$ cat src/hdl/scfe_ram.sv
// ----------------------------------------------------------------------------
// scfe_ram
// Generic single-write, single-read synchronous RAM with registered read data.
// ----------------------------------------------------------------------------
`default_nettype none

module scfe_ram #(
  parameter int WIDTH = 8,
  parameter int DEPTH = 16
) (
  input  wire logic                     clk,
  input  wire logic                     wr_en,
  input  wire logic [$clog2(DEPTH)-1:0] wr_addr,
  input  wire logic [WIDTH-1:0]         wr_data,
  input  wire logic                     rd_en,
  input  wire logic [$clog2(DEPTH)-1:0] rd_addr,
  output logic      [WIDTH-1:0]         rd_data
);

  logic [WIDTH-1:0] mem [DEPTH];

  always_ff @(posedge clk) begin
    if (wr_en) begin
      mem[wr_addr] <= wr_data;
    end
    if (rd_en) begin
      rd_data <= mem[rd_addr];
    end
  end

endmodule

`default_nettype wire

$ cat config.mk
export PLATFORM = sky130hd
export DESIGN_NAME = scfe_ram
export DESIGN_NICKNAME = d
export VERILOG_FILES = /design/src/hdl/scfe_ram.sv
export SDC_FILE = /design/constraint.sdc
export NUM_CORES = 1
export LEC_CHECK = 0
export ABC_AREA = 1
export CORE_MARGIN = 2
export CORE_UTILIZATION = 35
export CTS_CLUSTER_DIAMETER = 60
export DETAILED_ROUTE_END_ITERATION = 8
export DONT_BUFFER_PORTS = 1
export SLEW_MARGIN = 30
export SYNTH_ARGS = -nofsm -noshare
export SYNTH_HDL_FRONTEND = slang
export SYNTH_SLANG_ARGS = --single-unit
$ cat constraint.sdc
create_clock -name clk -period 3.53 [get_ports clk]
set_clock_uncertainty 0.05 [all_clocks]
set_input_delay 0.5295 -clock clk [delete_from_list [all_inputs] [get_ports clk]]
set_output_delay 0.5295 -clock clk [all_outputs]
set_load 0.02 [all_outputs]
==> results.md <==
- The number of design rule violations left after detail routing is 0.
- Counting cells, the worst reg-to-reg path comes to 6.
- Setup violations remaining at the end of the flow were counted as 0.
- The startpoint identified for the worst hold timing path is wr_data[5].
- The number of placement rows is 47.
- The final layout contains 567 nets.
- The post-synthesis net count is 570.
- Counting the buffers created by CTS gives 17.
- Summed over all nets, the half-perimeter wirelength after detailed placement is 8270 um.
- The tool flagged a number of max-cap violations equal to 0.
- Prior to clock tree synthesis, the placed netlist has a worst setup slack of 1520 ps.
- Setup repair after global routing left no endpoint under its margin.
- The tightest min-delay check is of the in2reg type.
- TritonCTS built the clock tree.
- Across every metal layer, demand over resource in global routing totals 0.157.
- The width of the die is 133 um.
- The total count of hold-check failures in the final report came to 0.
- At the end of routability-driven placement, the weighted congestion stood at roughly 0.81.
- The path with the worst hold slack has its endpoint at mem[9][5]$_DFFE_PP_.
- The detailed-route wire length per cell is 16.8 um.
- The type of the setup path with the least slack is in2reg.
- The critical path startpoint category is an input port.
- STA puts the critical path data arrival time at 1700 ps.
- The count of state elements after synthesis is approximately 140.
- The smallest setup slack after layout is 1940 ps.
- The aggregate global routing overflow is 0.
- The clock tree root buffer cell is clkbuf_16.
- The post-CTS setup repair buffer count is 0.
- During synthesis, Yosys emitted a total of 0 warnings.
- The initial antenna violation count is 0.
- In this run the cell area of the synthesized design comes to 5850 sq um.
- In this run the critical register-to-register path is launched from mem[9][3]$_DFFE_PP_.
- The number of global-route vias before repair is approximately 3,700.
- Power comes to 3.73 mW.
- The flow ran to the end, and the final reports show no timing, DRC or antenna violations.
- The period utilization is 0.450.
- Compared with the post-synthesis result, the final layout area differs by 12.1%.
- The launching element of the worst setup path is rd_addr[0].
- The hold buffer count at cts is 0.
- The routed via count divided by cell count is around 4.6.
- Dividing total power by cell area gives a power density of 569 nW/um^2.
- The count of antenna diodes in the layout is 0.
- The longest clock path from root to sink contains 2 buffers.
- The cell count after synthesis is ~550.
- The number of distinct standard cells referenced by the synthesized netlist is 11.
- The endpoint kind of the worst setup timing path is a register.
- The tree built by TritonCTS fans out to 136 sinks.
- The share of final-layout standard cells stronger than drive strength 1 is 0.0589.
- For the finished layout, the period the worst path requires is 1590 ps.
- The number of buffers inserted by port buffering is 0.
- In this run, placement finished with an instance count of about 750.
- During I/O placement, the number of pins put on the boundary was 27.
- The analysis attributes to cell leakage a power of 2.72 nW.
- The post-synthesis area per instance is 10.6 sq um.
- The slew at the pin closest to its max-slew limit is 889 ps.
- The required time at the endpoint of the critical path is between 3000 and 4000 ps.
- The maximum number of pins on one net before global-route repair is 66.
- The worst-case headroom to the max-slew limit is 0.405.
- In this run the standard cell core region covers 16,500 sq um.
- The overall routed net length is 13,100 um.
- For the final routed database, the setup TNS stands at 0 ps.
- IR analysis of the VDD net gives a maximum drop of 0.000517 V.
- The total count of max-transition violations in the final report is 0.
- The worst register-to-register path ends at rd_data[3]$_DFFE_PP_.
- The number of optimization iterations in the first detailed-route pass is 4.
- The achievable frequency is 0.629 GHz.
- The maximum net fanout on the critical path is 65.
- After clock tree synthesis, the repair step resized 0 gates.
- For this configuration, the core starts out at a cell density of 0.355.
- The die covers between 15,000 and 20,000 sq um.
- The antenna violation net count after detailed routing is 0.
- The level count of the clock H-tree is 4.
- The latest clock arrival within the worst-skew pair is 420 ps.
- The floorplan die height is 133 um.
- The share of the Yosys chip area taken by registers is 0.698.
- The first global-routing pass estimated just over 20,000 um of wire.
- After the flow finishes, the layout carries non-filler instances totaling between 700 and 800.
- Clock-pin slew was measured on the worst setup and hold paths at 60 ps.
- The worst reg-to-reg setup slack is 2270 ps.
- The detailed router finished its first iteration with 296 violations.
- Detailed routing inserted a total of 3,602 vias.
- Counting instances, the worst hold path has a depth of 0.
==> cells by family (layout without fill, tap and decap cells) <==
group | Yosys count | count (layout) | synth area share
buffers and inverters | 126 | 135 | 0.0939
flip-flops | 136 | 136 | 0.698
AND/OR/NAND/NOR | 289 | 289 | 0.208
==> worst max-delay path: stages <==
cell	delay (ps)
inv_2	240
buf_4	390
nand2_1	90
nand3_1	90
nand3_1	90
nand3_1	170
nand2_1	70
==> layer usage <==
layer	routed length (um)	up-vias	GRT usage	share of wire
met2	6210	99	0.248	0.47
met1	5660	1712	0.199	0.43
met4	220	0	0.0603	0.017
met5	0	-	0	0
met3	993	17	0.0559	0.076
li1	-	1774	-	-
==> where the power goes <==
part           switching, mW  total [mW]  internal, mW  leakage (nW)
Sequential            0.0238        1.85          1.82          1.24
Combinational         0.0907       0.135        0.0442          1.20
Clock                  0.647        1.75          1.10         0.283
==> synth_stat cells <==
master / count / area [sq um]
buf_2: 13 / 65.1
buf_4: 4 / 30.0
nand2_1: 173 / 649
nand3_1: 97 / 485
buf_6: 6 / 67.6
edfxtp_1: 136 / 4080
nor2_1: 17 / 63.8
inv_1: 100 / 375
inv_2: 2 / 7.51
buf_1: 1 / 3.75
nand3b_1: 2 / 15.0
==> final cells by class <==
| class | count | area, sq um |
|---|---|---|
| Inverter | 102 | 383 |
| Clock inverter | 13 | 155 |
| Fill cell | 1628 | 9910 |
| Multi-Input combinational cell | 289 | 1210 |
| Sequential cell | 136 | 4080 |
| Tap cell | 220 | 275 |
| Timing Repair Buffer | 2 | 15.0 |
| Clock buffer | 18 | 429 |
==> metrics by stage <==
stage | cell area (sq um) | hold WS, ps | util
6_report | 6560 | 157 | 0.398
5_1_grt | 6560 | 131 | 0.398
4_1_cts | 6560 | 141 | 0.398
3_5_place_dp | 5970 | 579 | 0.363
3_3_place_gp | 5970 | 579 | 0.363
2_1_floorplan | 5850 | 578 | -
==> flip-flops by register name (all words and copies together) (netlist names) <==
signal	count
mem	128
rd_data	8
==> placed cells by master, fill, tap and decap left out <==
cell type | Yosys | layout
inv_1 | 100 | 100
clkinvlp_4 | 0 | 2
inv_6 | 0 | 1
clkinv_1 | 0 | 1
nand2_1 | 173 | 173
nand3b_1 | 2 | 2
clkinv_4 | 0 | 2
bufinv_16 | 0 | 3
nor2_1 | 17 | 17
edfxtp_1 | 136 | 136
nand3_1 | 97 | 97
clkbuf_1 | 0 | 1
clkinv_2 | 0 | 4
clkbuf_16 | 0 | 17
inv_2 | 2 | 2
buf_4 | 4 | 2
==> worst max-delay path by stage <==
stage          depth (start not counted)                   end
2_1_floorplan                          2  mem[10][0]$_DFFE_PP_
3_3_place_gp                           7  rd_data[3]$_DFFE_PP_
3_5_place_dp                           7  rd_data[2]$_DFFE_PP_
4_1_cts                                7  rd_data[2]$_DFFE_PP_
5_1_grt                                7  rd_data[3]$_DFFE_PP_
6_report                               7  rd_data[3]$_DFFE_PP_
Note: power is estimated with default switching activity, not from simulation.
